`config.mk`:
```
export PLATFORM = sky130hd
export DESIGN_NAME = vad_isqrt
export DESIGN_NICKNAME = d
export VERILOG_FILES = /design/src/rtl/vector_angle_degrees_unit_defines.svh /design/src/rtl/vad_pkg.sv /design/src/rtl/vad_isqrt.sv
export SDC_FILE = /design/constraint.sdc
export NUM_CORES = 1
export LEC_CHECK = 0
export BUFFER_PORTS_ARGS = -buffer_cell sky130_fd_sc_hd__buf_4
export CAP_MARGIN = 20
export CORE_MARGIN = 1
export CORE_UTILIZATION = 55
export DETAILED_ROUTE_END_ITERATION = 7
export PLACE_DENSITY_LB_ADDON = 0.05
export SYNTH_ARGS = -nofsm -noshare
export SYNTH_HDL_FRONTEND = slang
export SYNTH_SLANG_ARGS = --single-unit
```
`constraint.sdc`:
```
create_clock -name i_clk -period 13.7 [get_ports i_clk]
set_input_delay 0.685 -clock i_clk [delete_from_list [all_inputs] [get_ports i_clk]]
set_output_delay 0.685 -clock i_clk [all_outputs]
set_load 0.05 [all_outputs]
```
`src/rtl/vector_angle_degrees_unit_defines.svh`:
```
// assertion macros for the vector angle unit
`ifndef VECTOR_ANGLE_DEGREES_UNIT_DEFINES_SVH
`define VECTOR_ANGLE_DEGREES_UNIT_DEFINES_SVH

`ifndef SYNTH
// same-cycle implication
`define VAD_ASSERT_NOW(lbl, clk, rstn, ante, cons) \
    lbl: assert property (@(posedge clk) disable iff (!rstn) (ante) |-> (cons)) \
        else $error("vad assertion failed");
// next-cycle implication
`define VAD_ASSERT_NEXT(lbl, clk, rstn, ante, cons) \
    lbl: assert property (@(posedge clk) disable iff (!rstn) (ante) |=> (cons)) \
        else $error("vad assertion failed");
`else
`define VAD_ASSERT_NOW(lbl, clk, rstn, ante, cons)
`define VAD_ASSERT_NEXT(lbl, clk, rstn, ante, cons)
`endif

`endif

```
`src/rtl/vad_pkg.sv`:
```
`timescale 1ns / 1ps
package vad_pkg;

    localparam int DEF_MAX_DIM  = 8;
    localparam int CORDIC_ITERS = 23;
    localparam int ITER_W       = 5;
    localparam int Z_W          = 25;
    localparam int ATAN_W       = 22;
    localparam logic [15:0] ANGLE_180 = 16'd46080;
    localparam logic [Z_W-1:0] Z_MAX  = 25'd5898240;

    typedef enum logic [3:0] {
        S_IDLE,
        S_CHECK,
        S_SCALE,
        S_MUL_P,
        S_MUL_Q,
        S_SQRT_GO,
        S_SQRT_WAIT,
        S_NORM,
        S_CORDIC_GO,
        S_CORDIC_WAIT,
        S_DONE
    } t_state;

    typedef struct packed {
        logic start;
        logic done;
    } t_unit_ctl;

    // atan(2^-i) in degrees, scaled by 65536
    function automatic logic [ATAN_W-1:0] atan_tab(input logic [ITER_W-1:0] idx);
        logic [ATAN_W-1:0] v;
        unique case (idx)
            5'd0:  v = 22'd2949120;
            5'd1:  v = 22'd1740967;
            5'd2:  v = 22'd919879;
            5'd3:  v = 22'd466945;
            5'd4:  v = 22'd234379;
            5'd5:  v = 22'd117304;
            5'd6:  v = 22'd58666;
            5'd7:  v = 22'd29335;
            5'd8:  v = 22'd14668;
            5'd9:  v = 22'd7334;
            5'd10: v = 22'd3667;
            5'd11: v = 22'd1833;
            5'd12: v = 22'd917;
            5'd13: v = 22'd458;
            5'd14: v = 22'd229;
            5'd15: v = 22'd115;
            5'd16: v = 22'd57;
            5'd17: v = 22'd29;
            5'd18: v = 22'd14;
            5'd19: v = 22'd7;
            5'd20: v = 22'd4;
            5'd21: v = 22'd2;
            5'd22: v = 22'd1;
            default: v = '0;
        endcase
        return v;
    endfunction

endpackage

```
`src/rtl/vad_isqrt.sv`:
```
`timescale 1ns / 1ps
module vad_isqrt (
    input  logic                i_clk,
    input  logic                i_rst_n,
    input  vad_pkg::t_unit_ctl  i_ctl,
    input  logic [61:0]         i_value,
    output vad_pkg::t_unit_ctl  o_ctl,
    output logic [31:0]         o_root
);

    logic        r_busy;
    logic        r_done;
    logic [62:0] r_v;
    logic [62:0] r_res;
    logic [62:0] r_one;
    logic [62:0] trial;

    // one result bit per cycle, 32 steps
    assign trial = r_res + r_one;

    always_ff @(posedge i_clk) begin
        if (!i_rst_n) begin
            r_busy <= 1'b0;
            r_done <= 1'b0;
        end else begin
            r_done <= 1'b0;
            if (i_ctl.start) begin
                r_busy <= 1'b1;
            end else if (r_busy && (r_one[1:0] != 2'b00)) begin
                r_busy <= 1'b0;
                r_done <= 1'b1;
            end
        end
    end

    always_ff @(posedge i_clk) begin
        if (i_ctl.start) begin
            r_v   <= {1'b0, i_value};
            r_res <= '0;
            r_one <= 63'(1) << 62;
        end else if (r_busy) begin
            if (r_v >= trial) begin
                r_v   <= r_v - trial;
                r_res <= (r_res >> 1) + r_one;
            end else begin
                r_res <= r_res >> 1;
            end
            r_one <= r_one >> 2;
        end
    end

    assign o_ctl.start = r_busy;
    assign o_ctl.done  = r_done;
    assign o_root      = r_res[31:0];

endmodule

```
==> impl_metrics.yaml <==
global_routing:
  grt-ovfl-total: 0
  grt_pass1_wl_um: 70520
  grt_max_degree: 80
  grt.total_usage: 0.3166
  antenna_found_initial: 0
  grt_pass1_vias: 13350
cells_and_area:
  synthToLayoutAreaGrowth_pct: 7.745
  layout.nets: 2095
  layout-drive-gt1-share: 0.1076
  diodes: 0
drt:
  ant_nets: 0
  dr_total_vias: 14320
  vias_per_cell: 6.352
  wl_um: 44940
  wl_per_cell_um: 19.93
  initialDrtViolationCount: 1200
  drcViolationCount: 0
  first_pass_iters: 5
yosys:
  synth_edf_count: 62
  ys_ff_latch: 160
  ys_seq_area_frac: 0.2526
  synth_cell_types: 86
  synth_nets: 2115
  async_flop_share: 0
  synthCells: 1921
  netlist.area_leader.share: 0.1296
  synthFlopType: "dfxtp_1"
  netlist_area_mm2: 0.01514
  yosys_warnings: 0
  syn_area_per_cell_um2: 7.879
  synth_area_leaders: "dfxtp_1, edfxtp_1, ha_1"
  yosys.area.top_type: "dfxtp_1"
floorplanning:
  die_area_mm2: 0.02819
  core-area_mm2: 0.02695
  die_x_um: 167.9
  fp.dieH_um: 167.9
  placementRows: 60
  start_util: 0.5616
  io_pins: 100
run:
  maxCapViolations: 0
cts:
  cts_buffer_depth: 2
  cts_hold_buf: 0
  cts_tree: "yes"
  cts_resized: 0
  cts-root-buf: "clkbuf_16"
  htree_levels: 4
  worstSkewPairLatency_ns: 0.45
  clock_sinks: 160
  cts_setup_buffers: 0
  tritoncts.num_buffers: 17
  clkTransAtPathRegs_ns: 0.07
worst_setup_path:
  cp.required_ns: 13.77
  cpLargestDelayFamily: "compound AO/OA/AOI/OAI gates"
  slowest_delay_ns: 0.77
  rrSetupSlack_ns: 6.21
  start_kind: "flip-flop"
  crit_chain: "ha_1 > a31o_2 > a31oi_1 > o21ai_2 > a21oi_2 > o41ai_4 > a2111oi_0 > nor2_1 > a21boi_1 > o31ai_1 > xnor2_1 > ha_1 > nand4_1 > or4_1 > nor3_1 > nand4_1 > nor2_2 > a2111oi_4 > buf_4 > and2_1 > o21ai_4 > buf_4"
  cp-end-kind: "flip-flop"
  cpMaxStageDelayCell: "a2111oi_0"
  arrival_ns: 7.56
  critPathKind: "reg2reg"
  worst-path-max-fanout: 62
  path_buf_inv: 2
timing:
  rsz0062_at_grt: "no"
  finalSetupTns_ns: 0
  setup_viol: 0
  skew_ns: 0.01515
  period_minus_slack_ns: 7.485
  fmax_mhz: 133.6
  holdWs_ns: 0.4478
  tightest_slew_ns: 1.109
  final_hold_viol_count: 0
  fin_crit_sh: 0.5464
  slew-limit-headroom: 0.2513
  drv_slew: 0
power:
  ir_worst_vdd_v: 0.0001076
  p_leak_nw: 6.170
  p_per_area_mw_per_mm2: 129.3
place:
  gp_congestion: 0.9274
  hpwl_um: 33230
  io_buffers: 98
outcome:
  status: "completed"
worst_hold_path:
  hold_class: "in2reg"
metrics by stage:
| stage | total power [W] | utilization | std cells | setup WS [ns] | cell area (µm²) |
|---|---|---|---|---|---|
| 2_1_floorplan | 0.001354 | - | 1921 | 4.053 | 15140 |
| 3_3_place_gp | 0.001563 | 0.5817 | 2223 | 6.537 | 15680 |
| 3_5_place_dp | 0.001570 | 0.5817 | 2223 | 6.483 | 15680 |
| 4_1_cts | 0.002100 | 0.6051 | 2255 | 6.436 | 16310 |
| 5_1_grt | 0.002228 | 0.6051 | 2255 | 5.846 | 16310 |
| 6_report | 0.002108 | 0.6051 | 2255 | 6.215 | 16310 |
routing by layer:
layer  up-vias  share of wire  GRT usage  wire length, µm
met5         -              0          0                0
met4         0          0.033     0.1249             1496
met3        81          0.055    0.05289             2453
met2       453           0.47     0.5413            21210
met1      6758           0.44     0.3966            19790
li1       7032              -          -                -
state kept, by name, indices dropped and copies added, names as in the netlist:
signal	count
r_busy	1
r_res	63
r_one	32
r_v	63
r_done	1
cell usage in the layout (no fill, tap or decap), types with 19 or more instances in the layout:
| cell | instances |
|---|---|
| nor2_1 | 155 |
| nor3_1 | 31 |
| o21bai_1 | 27 |
| and2_1 | 19 |
| a21o_1 | 40 |
| mux2i_1 | 42 |
| xor2_1 | 65 |
| dfxtp_1 | 97 |
| nand3_1 | 37 |
| o21ai_0 | 153 |
| inv_1 | 42 |
| o31ai_1 | 19 |
| xnor2_1 | 94 |
| clkbuf_16 | 19 |
| buf_4 | 108 |
| a31oi_1 | 67 |
| nand2_1 | 238 |
| edfxtp_1 | 62 |
| nand4_1 | 43 |
| a21oi_1 | 148 |
| ha_1 | 127 |
cell type report:
cell class              instances  area [µm²]
fillers                      2460       10640
multi-input cells            1571       10440
flip-flops and latches        160        3827
repair buffers                109       822.0
clock buffers                  21       493.0
well taps                     341       426.7
inverters                      42       157.7
clock inverters                11       137.6
where the power goes:
part / switching [W] / total (W) / internal, W / leakage, nW
combinational: 0.000574 / 0.000941 / 0.000367 / 4.44
clock: 0.000228 / 0.000529 / 0.000301 / 0.315
sequential: 0.0000602 / 0.000638 / 0.000578 / 1.42
total: 0.000862 / 0.00211 / 0.00125 / 6.17
cells by family after synthesis:
| kind of cell | Yosys count | synth area share |
|---|---|---|
| AOI/OAI and AO/OA | 634 | 0.2767 |
| xor gates and xnor gates | 159 | 0.09201 |
| DFF | 160 | 0.2526 |
| adders and majority gates | 128 | 0.1063 |
| buffers and inverters | 190 | 0.05828 |
| and+or+nand+nor | 601 | 0.1811 |
| muxes | 49 | 0.03298 |
cells in the mapped netlist (10+ instances only):
master,n
nand2_1,238
nor2_1,156
o21ai_0,154
a21oi_1,148
ha_1,127
dfxtp_1,98
xnor2_1,94
clkbuf_1,92
a31oi_1,67
xor2_1,65
edfxtp_1,62
nand4_1,43
inv_1,42
mux2i_1,42
a21o_1,40
nand3_1,37
buf_4,35
nor3_1,31
o21bai_1,27
and2_1,19
o31ai_1,19
a31o_2,18
a211oi_1,15
nor2b_1,14
a21boi_0,13
buf_2,12
a221oi_1,11
and3_1,11
o21a_1,10
path summary, 6_finish.rpt:
check,startpoint,to,cells after the start
worst max-delay path,r_res[2],r_v[53],22
worst max register to register,r_res[2],r_v[53],22
worst min register to register,r_v[62],r_v[62],2
worst min-delay path,i_rst_n,r_busy,2
Note: power is estimated with default switching activity, not from simulation.
