--- config.mk ---
export PLATFORM = sky130hd
export DESIGN_NAME = vad_cordic
export DESIGN_NICKNAME = d
export VERILOG_FILES = /design/src/rtl/vector_angle_degrees_unit_defines.svh /design/src/rtl/vad_pkg.sv /design/src/rtl/vad_cordic.sv
export SDC_FILE = /design/constraint.sdc
export NUM_CORES = 1
export LEC_CHECK = 0
export ABC_AREA = 1
export CORE_MARGIN = 8
export CORE_UTILIZATION = 57
export CTS_BUF_LIST = sky130_fd_sc_hd__clkbuf_16
export DETAILED_ROUTE_END_ITERATION = 7
export DONT_BUFFER_PORTS = 1
export PLACE_DENSITY = 0.77
export SYNTH_ARGS = -nofsm -noshare
export SYNTH_HDL_FRONTEND = slang
export SYNTH_SLANG_ARGS = --single-unit
--- constraint.sdc ---
create_clock -name i_clk -period 11.37 [get_ports i_clk]
set_clock_uncertainty 0.2 [all_clocks]
set_input_delay 1.7055 -clock i_clk [delete_from_list [all_inputs] [get_ports i_clk]]
set_output_delay 1.7055 -clock i_clk [all_outputs]
set_load 0.02 [all_outputs]
--- src/rtl/vector_angle_degrees_unit_defines.svh ---
// assertion macros for the vector angle unit
`ifndef VECTOR_ANGLE_DEGREES_UNIT_DEFINES_SVH
`define VECTOR_ANGLE_DEGREES_UNIT_DEFINES_SVH

`ifndef SYNTH
// same-cycle implication
`define VAD_ASSERT_NOW(lbl, clk, rstn, ante, cons) \
    lbl: assert property (@(posedge clk) disable iff (!rstn) (ante) |-> (cons)) \
        else $error("vad assertion failed");
// next-cycle implication
`define VAD_ASSERT_NEXT(lbl, clk, rstn, ante, cons) \
    lbl: assert property (@(posedge clk) disable iff (!rstn) (ante) |=> (cons)) \
        else $error("vad assertion failed");
`else
`define VAD_ASSERT_NOW(lbl, clk, rstn, ante, cons)
`define VAD_ASSERT_NEXT(lbl, clk, rstn, ante, cons)
`endif

`endif

--- src/rtl/vad_pkg.sv ---
`timescale 1ns / 1ps
package vad_pkg;

    localparam int DEF_MAX_DIM  = 8;
    localparam int CORDIC_ITERS = 23;
    localparam int ITER_W       = 5;
    localparam int Z_W          = 25;
    localparam int ATAN_W       = 22;
    localparam logic [15:0] ANGLE_180 = 16'd46080;
    localparam logic [Z_W-1:0] Z_MAX  = 25'd5898240;

    typedef enum logic [3:0] {
        S_IDLE,
        S_CHECK,
        S_SCALE,
        S_MUL_P,
        S_MUL_Q,
        S_SQRT_GO,
        S_SQRT_WAIT,
        S_NORM,
        S_CORDIC_GO,
        S_CORDIC_WAIT,
        S_DONE
    } t_state;

    typedef struct packed {
        logic start;
        logic done;
    } t_unit_ctl;

    // atan(2^-i) in degrees, scaled by 65536
    function automatic logic [ATAN_W-1:0] atan_tab(input logic [ITER_W-1:0] idx);
        logic [ATAN_W-1:0] v;
        unique case (idx)
            5'd0:  v = 22'd2949120;
            5'd1:  v = 22'd1740967;
            5'd2:  v = 22'd919879;
            5'd3:  v = 22'd466945;
            5'd4:  v = 22'd234379;
            5'd5:  v = 22'd117304;
            5'd6:  v = 22'd58666;
            5'd7:  v = 22'd29335;
            5'd8:  v = 22'd14668;
            5'd9:  v = 22'd7334;
            5'd10: v = 22'd3667;
            5'd11: v = 22'd1833;
            5'd12: v = 22'd917;
            5'd13: v = 22'd458;
            5'd14: v = 22'd229;
            5'd15: v = 22'd115;
            5'd16: v = 22'd57;
            5'd17: v = 22'd29;
            5'd18: v = 22'd14;
            5'd19: v = 22'd7;
            5'd20: v = 22'd4;
            5'd21: v = 22'd2;
            5'd22: v = 22'd1;
            default: v = '0;
        endcase
        return v;
    endfunction

endpackage

--- src/rtl/vad_cordic.sv ---
`timescale 1ns / 1ps
module vad_cordic (
    input  logic                            i_clk,
    input  logic                            i_rst_n,
    input  vad_pkg::t_unit_ctl              i_ctl,
    input  logic [31:0]                     i_x,
    input  logic [31:0]                     i_y,
    output vad_pkg::t_unit_ctl              o_ctl,
    output logic signed [vad_pkg::Z_W-1:0]  o_z
);

    logic                              r_busy;
    logic                              r_done;
    logic [vad_pkg::ITER_W-1:0]        r_i;
    logic signed [33:0]                r_x;
    logic signed [33:0]                r_y;
    logic signed [vad_pkg::Z_W-1:0]    r_z;
    logic signed [33:0]                sx;
    logic signed [33:0]                sy;
    logic signed [vad_pkg::Z_W-1:0]    ang;

    // shared shifter, floor shifts
    assign sx  = r_x >>> r_i;
    assign sy  = r_y >>> r_i;
    assign ang = $signed({3'b000, vad_pkg::atan_tab(r_i)});

    always_ff @(posedge i_clk) begin
        if (!i_rst_n) begin
            r_busy <= 1'b0;
            r_done <= 1'b0;
        end else begin
            r_done <= 1'b0;
            if (i_ctl.start) begin
                r_busy <= 1'b1;
            end else if (r_busy && (r_i == vad_pkg::ITER_W'(vad_pkg::CORDIC_ITERS - 1))) begin
                r_busy <= 1'b0;
                r_done <= 1'b1;
            end
        end
    end

    // one vectoring rotation per cycle
    always_ff @(posedge i_clk) begin
        if (i_ctl.start) begin
            r_x <= $signed({2'b00, i_x});
            r_y <= $signed({2'b00, i_y});
            r_z <= '0;
            r_i <= '0;
        end else if (r_busy) begin
            if (!r_y[33]) begin
                r_x <= r_x + sy;
                r_y <= r_y - sx;
                r_z <= r_z + ang;
            end else begin
                r_x <= r_x - sy;
                r_y <= r_y + sx;
                r_z <= r_z - ang;
            end
            r_i <= r_i + 1'b1;
        end
    end

    assign o_ctl.start = r_busy;
    assign o_ctl.done  = r_done;
    assign o_z         = r_z;

endmodule

==> impl_metrics.yaml <==
drt:
  drt-wirelength-per-cell_um: 18.1
  wl_um: 54300
  viasPerCell: 6.04
  ant_nets: 0
  via_count: 18100
  drc: 0
  drtIter0Drc: 2027
  drt_pass1_iterations: 6
synth:
  synth_flop_cell: "edfxtp_1"
  synth_cell_types: 60
  syn_area_um2: 16200
  seq_area_frac_synth_pct: 19.0
  ys_ff_latch: 122
  synth_edf_count: 64
  synthCells: 2682
  synth_warnings: 0
  syn_nets: 2854
  async_reset_ff_share_pct: 0
  syn_area_per_cell_um2: 6.04
placed_design:
  dp_hpwl_um: 42100
  place.port_buffers: 0
  placed_cells: 2967
  gp_congestion: 0.985
sta:
  fmaxAchievable_ghz: 0.154
  grt_setup_unrepaired: "no"
  slew_viol_final: 0
  tightestPinTransition_ps: 1050
  relSlewSlack_pct: 30.3
  fin_crit_ps: 6500
  tns_ps: 0
  hold_ws_ps: 321
  hold_violations: 0
  fin_crit_sh_pct: 57.1
  setup_viol: 0
critical_path:
  path_class: "flip-flop to flip-flop"
  crit_required_ps: 11370
  crit_slowest_cell: "a21boi_0"
  critPathMostFrequentCell: "nand2_1"
  arrival_ps: 6500
  cpPeakStageDelay_ps: 610
  cp_max_fo: 62
  rrSetupSlack_ps: 4870
  start_kind: "flip-flop"
  cp-end-kind: "flip-flop"
status:
  run_status: "finished clean"
power_and_ir_drop:
  ir_drop_v: 0.000230
  power_mw: 6.52
  p_leak_nw: 8.31
  powerDensity_nw_per_um2: 387
floorplanning:
  num_io_pins: 95
  rows: 61
  fp.dieArea_um2: 34100
  die_h_um: 185
  die_w_um: 185
  core_area_um2: 27900
  initial_utilization_pct: 58.2
clocking:
  cts_resized: 0
  cts_made_buffers: 17
  cts_tree: "yes"
  ctsHoldBuffers: 0
  root_buffer: "clkbuf_16"
  post_cts_buffers: 0
  clock_latency_ps: 450
  h-tree-depth: 4
  path_clk_slew_ps: 70
  cts_sinks: 122
  cts_buffer_depth: 2
finish:
  n_fill_cell: 2800
  syn_to_final_growth_pct: 4.03
  final_nets: 2780
  layout-drive-gt1-share_pct: 7.67
  layout_common_cells: "nand2_1 (811), nand3_1 (430), inv_1 (209)"
  final_common_cell: "nand2_1"
  fin_cells: 2999
  antenna_cells: 0
flow_run:
  drv_cap: 0
grt:
  grt_usage_pct: 31.4
  grt_pass1_wl_um: 85800
  grt_pass1_vias: 16300
  grt_max_degree: 76
  gr-total-overflow: 0
  antenna_found_initial: 0
hold_path:
  holdCritPathClass: "flip-flop to flip-flop"
-- cell type report --
| type | instances | area, µm² | area share (%) |
|---|---|---|---|
| Multi-Input combinational cell | 2226 | 11700 | 69.6 |
| Sequential cell | 122 | 3090 | 18.3 |
| Inverter | 225 | 847 | 5.03 |
| Clock buffer | 19 | 475 | 2.82 |
| Tap cell | 378 | 473 | 2.81 |
| Clock inverter | 13 | 120 | 0.713 |
| Timing Repair Buffer | 16 | 120 | 0.713 |
-- through the flow --
step           setup WS, ps  area, µm²  util, %
2_1_floorplan          6620      16200        -
3_5_place_dp           5220      16300     58.4
4_1_cts                5190      16900     60.5
3_3_place_gp           5260      16300     58.4
5_1_grt                4600      16900     60.5
6_report               4870      16900     60.5
-- per-layer routing --
| layer | part of all wire (%) | GRT usage (%) |
|---|---|---|
| met5 | 0 | 0 |
| met4 | 3.6 | 11.5 |
| met3 | 8.1 | 5.00 |
| met2 | 45 | 51.1 |
| met1 | 43 | 41.4 |
-- power by group --
part	switching (mW)	leakage, nW	internal [mW]
Combinational	3.22	6.89	1.72
Clock	0.252	0.297	0.314
Sequential	0.301	1.13	0.710
-- critical path: cells and delay by family (launching register included) --
family	cells	cell delay (ps)
AND/OR/NAND/NOR	16	1760
adder cells (fa/ha/maj)	2	560
flip-flops	1	310
buffers and inverters	6	1750
AO/OA/AOI/OAI	5	1440
XOR/XNOR	1	150
-- logic make-up after synthesis --
| group | Yosys count | synth area share [%] |
|---|---|---|
| compound gates | 394 | 14.1 |
| xor+xnor | 89 | 4.81 |
| fa+ha+maj | 104 | 8.17 |
| buf+inv | 334 | 8.59 |
| flops | 122 | 19.0 |
| simple gates | 1639 | 45.3 |
-- synthesized netlist by cell type (6+ instances only) --
library cell / n / area (µm²)
nor4_1: 13 / 81.3
buf_2: 36 / 180
xnor2_1: 34 / 298
inv_1: 212 / 796
buf_4: 7 / 52.6
nor3_1: 30 / 150
nand3_1: 430 / 2150
nand4_1: 24 / 150
o21ai_0: 120 / 601
a21oi_1: 140 / 701
a31oi_1: 17 / 106
clkbuf_1: 35 / 131
o21a_1: 8 / 60.1
dfxtp_1: 58 / 1160
xor2_1: 55 / 482
edfxtp_1: 64 / 1920
a21o_1: 21 / 158
o21ai_1: 17 / 85.1
inv_2: 10 / 37.5
o21bai_1: 7 / 52.6
o21ai_2: 10 / 87.6
o211ai_1: 11 / 82.6
o31ai_1: 8 / 60.1
a221oi_1: 6 / 52.6
o221ai_1: 6 / 52.6
buf_6: 7 / 78.8
or2_2: 43 / 269
nand3_2: 20 / 200
buf_1: 23 / 86.3
nand2_2: 25 / 156
ha_1: 101 / 1260
nor2_1: 202 / 758
nor2_2: 17 / 106
nand2_1: 811 / 3040
-- worst paths after layout --
path                                           start                    to  cells after the start
worst max-delay path             r_i[2]$_SDFFE_PP0P_     r_y[23]$_DFFE_PP_                     30
worst min-delay path            r_x[32]$_SDFFE_PP0P_  r_x[32]$_SDFFE_PP0P_                      2
worst max register to register   r_i[2]$_SDFFE_PP0P_     r_y[23]$_DFFE_PP_                     30
worst min register to register  r_x[32]$_SDFFE_PP0P_  r_x[32]$_SDFFE_PP0P_                      2
-- sequential cells by signal, summed over array words and instances (netlist names) --
register,cells
r_done,1
o_z,25
r_i,5
r_busy,1
r_y,34
r_x,34
ang,22
No activity file was read; power rests on OpenSTA's default activity.
