File: config.mk
export PLATFORM = sky130hd
export DESIGN_NAME = vad_accum
export DESIGN_NICKNAME = d
export VERILOG_FILES = /design/src/rtl/vector_angle_degrees_unit_defines.svh /design/src/rtl/vad_pkg.sv /design/src/rtl/vad_accum.sv
export SDC_FILE = /design/constraint.sdc
export NUM_CORES = 2
export LEC_CHECK = 0
export BUFFER_PORTS_ARGS = -buffer_cell sky130_fd_sc_hd__buf_4
export CORE_ASPECT_RATIO = 0.75
export CORE_MARGIN = 3
export CORE_UTILIZATION = 62
export CTS_BUF_LIST = sky130_fd_sc_hd__clkbuf_8
export CTS_CLUSTER_DIAMETER = 50
export DETAILED_ROUTE_END_ITERATION = 8
export PLACE_DENSITY = 0.8
export SLEW_MARGIN = 40
export SYNTH_ARGS = -nofsm -noshare
export SYNTH_HDL_FRONTEND = slang
export SYNTH_SLANG_ARGS = --single-unit
File: constraint.sdc
create_clock -name i_clk -period 22.9 [get_ports i_clk]
set_clock_uncertainty 0.15 [all_clocks]
set_input_delay 2.29 -clock i_clk [delete_from_list [all_inputs] [get_ports i_clk]]
set_output_delay 2.29 -clock i_clk [all_outputs]
set_load 0.005 [all_outputs]
File: src/rtl/vector_angle_degrees_unit_defines.svh
// assertion macros for the vector angle unit
`ifndef VECTOR_ANGLE_DEGREES_UNIT_DEFINES_SVH
`define VECTOR_ANGLE_DEGREES_UNIT_DEFINES_SVH

`ifndef SYNTH
// same-cycle implication
`define VAD_ASSERT_NOW(lbl, clk, rstn, ante, cons) \
    lbl: assert property (@(posedge clk) disable iff (!rstn) (ante) |-> (cons)) \
        else $error("vad assertion failed");
// next-cycle implication
`define VAD_ASSERT_NEXT(lbl, clk, rstn, ante, cons) \
    lbl: assert property (@(posedge clk) disable iff (!rstn) (ante) |=> (cons)) \
        else $error("vad assertion failed");
`else
`define VAD_ASSERT_NOW(lbl, clk, rstn, ante, cons)
`define VAD_ASSERT_NEXT(lbl, clk, rstn, ante, cons)
`endif

`endif

File: src/rtl/vad_pkg.sv
`timescale 1ns / 1ps
package vad_pkg;

    localparam int DEF_MAX_DIM  = 8;
    localparam int CORDIC_ITERS = 23;
    localparam int ITER_W       = 5;
    localparam int Z_W          = 25;
    localparam int ATAN_W       = 22;
    localparam logic [15:0] ANGLE_180 = 16'd46080;
    localparam logic [Z_W-1:0] Z_MAX  = 25'd5898240;

    typedef enum logic [3:0] {
        S_IDLE,
        S_CHECK,
        S_SCALE,
        S_MUL_P,
        S_MUL_Q,
        S_SQRT_GO,
        S_SQRT_WAIT,
        S_NORM,
        S_CORDIC_GO,
        S_CORDIC_WAIT,
        S_DONE
    } t_state;

    typedef struct packed {
        logic start;
        logic done;
    } t_unit_ctl;

    // atan(2^-i) in degrees, scaled by 65536
    function automatic logic [ATAN_W-1:0] atan_tab(input logic [ITER_W-1:0] idx);
        logic [ATAN_W-1:0] v;
        unique case (idx)
            5'd0:  v = 22'd2949120;
            5'd1:  v = 22'd1740967;
            5'd2:  v = 22'd919879;
            5'd3:  v = 22'd466945;
            5'd4:  v = 22'd234379;
            5'd5:  v = 22'd117304;
            5'd6:  v = 22'd58666;
            5'd7:  v = 22'd29335;
            5'd8:  v = 22'd14668;
            5'd9:  v = 22'd7334;
            5'd10: v = 22'd3667;
            5'd11: v = 22'd1833;
            5'd12: v = 22'd917;
            5'd13: v = 22'd458;
            5'd14: v = 22'd229;
            5'd15: v = 22'd115;
            5'd16: v = 22'd57;
            5'd17: v = 22'd29;
            5'd18: v = 22'd14;
            5'd19: v = 22'd7;
            5'd20: v = 22'd4;
            5'd21: v = 22'd2;
            5'd22: v = 22'd1;
            default: v = '0;
        endcase
        return v;
    endfunction

endpackage

File: src/rtl/vad_accum.sv
`timescale 1ns / 1ps
module vad_accum #(
    parameter int MAX_DIM = vad_pkg::DEF_MAX_DIM,
    parameter int DOT_W   = 32 + $clog2(MAX_DIM),
    parameter int NRM_W   = 31 + $clog2(MAX_DIM)
) (
    input  logic                    i_clk,
    input  logic                    i_rst_n,
    input  logic                    i_beat,
    input  logic signed [15:0]      i_a,
    input  logic signed [15:0]      i_b,
    input  logic                    i_clear,
    output logic signed [DOT_W-1:0] o_dot,
    output logic [NRM_W-1:0]        o_norm_a,
    output logic [NRM_W-1:0]        o_norm_b
);

    localparam int CNT_W = $clog2(MAX_DIM + 1);

    logic signed [DOT_W-1:0] r_dot;
    logic [NRM_W-1:0]        r_na;
    logic [NRM_W-1:0]        r_nb;
    logic [CNT_W-1:0]        r_cnt;
    logic signed [31:0]      prod_ab;
    logic signed [31:0]      prod_aa;
    logic signed [31:0]      prod_bb;

    // element products
    assign prod_ab = i_a * i_b;
    assign prod_aa = i_a * i_a;
    assign prod_bb = i_b * i_b;

    // accumulate up to MAX_DIM pairs, ignore the rest
    always_ff @(posedge i_clk) begin
        if (!i_rst_n || i_clear) begin
            r_dot <= '0;
            r_na  <= '0;
            r_nb  <= '0;
            r_cnt <= '0;
        end else if (i_beat && (r_cnt < CNT_W'(MAX_DIM))) begin
            r_dot <= r_dot + DOT_W'(prod_ab);
            r_na  <= r_na + NRM_W'(unsigned'(prod_aa));
            r_nb  <= r_nb + NRM_W'(unsigned'(prod_bb));
            r_cnt <= r_cnt + 1'b1;
        end
    end

    assign o_dot    = r_dot;
    assign o_norm_a = r_na;
    assign o_norm_b = r_nb;

endmodule

==> results.txt <==
* Status: complete, no violations
- Area grow syn2layout: 4.85%
- STA classifies the critical path endpoint as a register.
* Count of pins on the block boundary: 139
* Via density per instance: 5.66
- Summed over its instances, the top area cell type makes up 44.0% of the synthesized netlist area.
- The number of global-route vias before repair is about 28,000.
* Cell type with the highest aggregate area in the netlist: sky130_fd_sc_hd__fa_1
* Unrepaired setup endpoints after global routing: no
- Endpoint, Worst Hold: o_norm_b[4]
- Synthesized instance count: 4,021
- Post-DP Area: 37,000 um^2
* Design Area, Final: 37,200 um^2
- Buffers inserted during post-CTS setup optimization: 0
- Row cnt: between 70 and 80
- Gates resized, CTS repair: 0
* Most frequent cells in the layout: sky130_fd_sc_hd__inv_1, sky130_fd_sc_hd__fa_1, sky130_fd_sc_hd__nand2_1
* Global Route met3 Usage: a little under a tenth
- Clock tree synthesis inserted a total of 9 buffers.
* Beginning of the worst hold path: o_norm_b[4]
* Final period utilization: between 40% and 50%
* Clock-pin slew on the worst setup and hold paths: between 0.1 and 0.15 ns
* First-pass GRT wire length: 146,000 um
- Total number of yosys warnings: 0
- In this run the critical register-to-register path is launched from o_dot[15].
- Leaving out fill and tap cells, the most frequent cell in the layout is sky130_fd_sc_hd__inv_1.
- TritonCTS clock tree: yes
* Class of the most critical hold timing path: reg -> reg
* Max capacitance violation total: 0
- The number of max-slew violations in the final report came to 0.
- Setup violations remaining at the end of the flow were counted as 0.
* Fillers: about 4,500
* Flop-to-flop setup slack: 16.72 ns
- Summing every instance area after synthesis gives 35,500 um^2.
- At the worst endpoint, the required time is approximately 23 ns.
- The clock passes through at most 2 buffers.
* Root cell of the clock tree: sky130_fd_sc_hd__clkbuf_8
- Vias after detailed routing: 27,000
- Fraction of layout instances using a drive strength above 1: 5.24%
- Die Wd: 282 um
- Number of input and output port buffers inserted: 138
- Synth unique cells: 76
- Slew @ Worst Pin: 0.861 ns
- Relative slew margins: 42.6%
- Global-route usage over all layers: a little under a third
* Data arrival time of the critical path: 10.79 ns
* Setup TNS: 0 ns
- Before antenna repair, the detailed router went through 6 iterations.
* Height of the die: 213 um
- Met2 routing resource usage after global routing: 46.3%
* Minimum clock period: 10.55 ns
- Slowest library cell on the worst path: sky130_fd_sc_hd__clkinv_1
* Type of the worst setup path: in -> reg
- In the routed design, unresolved DRC markers number 0.
- Hold Vio Cnt, Final: 0
- Overflow left after global routing: 0
- The worst register-to-register path has a depth of 19.
- STA classifies the critical path startpoint as an input pin.
- The detailed router finished its first iteration with 2,611 violations.
- After legalization and detailed placement, the total HPWL measured ~70,000 um.
- Entering global routing, the biggest net connects 84 pins.
- Dividing the synthesized area by the synthesized cell count gives between 8 and 9 um^2.
- Core footprint: 56,300 um^2
- The global routing stage identified its most utilized layer as met2.
* Worst R2R End: o_dot[32]
* Cell types occupying the most area after synthesis: sky130_fd_sc_hd__fa_1, sky130_fd_sc_hd__ha_1, sky130_fd_sc_hd__inv_1, sky130_fd_sc_hd__dfxtp_1, sky130_fd_sc_hd__nand2_1
- Final RePlAce weighted congestion: 0.928
- Net count of the mapped netlist: 5,183
- In the final routed layout, each cell accounts on average for 18.3 um.
* Largest stage delay, worst path: 0.57 ns
- Number of synthesized flops with an enable pin: 0
* DIE AREA: around 60,000 um^2
- The initial utilization of the core area, before any placement, comes to 63.1%.
- Met1 GRT Util: 45.0%
- Worst-Skew Late Latency: 0.48 ns
* Top achievable clock speed: 94.8 MHz
- Post-synthesis async set-or-reset flop share: 0%
- The share of the Yosys chip area taken by registers is 6.03%.
- On the final layout, the worst hold slack is between 0.3 and 0.4 ns.
- In this design, the critical path's most frequently occurring cell is sky130_fd_sc_hd__fa_1.
- Count of hold-fix buffers inserted at cts: 0
* Final ANT Viol Nets: 0
- Antenna violations before repair: 1
- The H-tree generated during clock tree synthesis spans 3 levels.
- In this run, synthesis produced a sequential element count of approximately 110.
- The worst hold path was traced through 2 stages.
- Timing analysis after detailed placement gives a worst setup slack of about 12 ns.
* Total Wirelength: between 80,000 and 90,000 um
- Of all nets on the critical path, the largest fanout is 27.
* Final worst setup slack: 12.35 ns
* Clock sink count: 107
* Post-synth top flop: sky130_fd_sc_hd__dfxtp_1
- In the final design database the tool counted 5,200 nets.
[critical path: cells and delay by family]
kind,cells,cell delay [ns]
adder cells (fa/ha/maj),8,3.46
buffers and inverters,5,1.07
XOR/XNOR,2,0.34
AND/OR/NAND/NOR,9,1.49
AO/OA/AOI/OAI,9,2.13
[sequential cells by signal, summed over array words and instances, names as in the netlist]
signal    count
o_dot        35
o_norm_a     34
o_norm_b     34
r_cnt         4
[synth_stat cells (all sizes together), types with 19 or more instances]
cell	number
a21oi	174
inv	962
nor2b	20
o21a	24
xnor2	119
o21ai	92
a31oi	19
fa	780
nor3	21
nand3	43
xor2	53
and3	24
nand2	505
a21o	65
nand2b	24
and2	111
dfxtp	107
nor2	201
ha	346
clkbuf	125
[per-layer routing]
layer,vias to the layer above,routed length [um]
met4,0,2030
met5,-,0
met2,1200,37800
met3,139,10100
li1,12300,-
met1,13400,37300
[final cells by class]
type / instances / area (um^2) / share of cell area [%]
well taps: 731 / 915 / 2.46
repair buffers: 149 / 1120 / 3.01
multi-input cells: 2804 / 29200 / 78.5
clock inverters: 7 / 66.3 / 0.178
diodes: 1 / 2.50 / 0.00672
flip-flops and latches: 107 / 2140 / 5.75
inverters: 967 / 3630 / 9.75
clock buffers: 9 / 124 / 0.333
[cells by family after synthesis]
logic type	count (synthesis)	share of synthesized area [%]
AO/OA/AOI/OAI	497	9.08
XOR/XNOR	172	4.24
adder cells (fa/ha/maj)	1126	56.2
buffers and inverters	1110	11.7
flip-flops	107	6.03
multiplexers	5	0.151
AND/OR/NAND/NOR	1004	12.6
[stage by stage]
stage               util, %  std cells
CTS                    66.1       4774
floorplan                 -       4021
detailed placement     65.8       4758
finish                 66.1       4775
global placement       65.8       4758
global route           66.1       4774
[worst max path at each step]
| stage | slack, ns | from | endpoint | cells after the start |
|---|---|---|---|---|
| after floorplan | 13.01 | i_b[10] | o_norm_b[31] | 31 |
| after global placement | 12.13 | i_a[15] | o_norm_a[32] | 27 |
| after detailed placement | 11.91 | i_a[15] | o_norm_a[32] | 27 |
| after CTS | 12.44 | i_a[15] | o_norm_a[32] | 27 |
| after global routing | 11.77 | i_a[15] | o_norm_a[32] | 27 |
| final | 12.35 | i_b[3] | o_norm_b[31] | 33 |
Power is not shown: default switching activity piles up to over one toggle a cycle in this logic, so the estimate is an artifact.
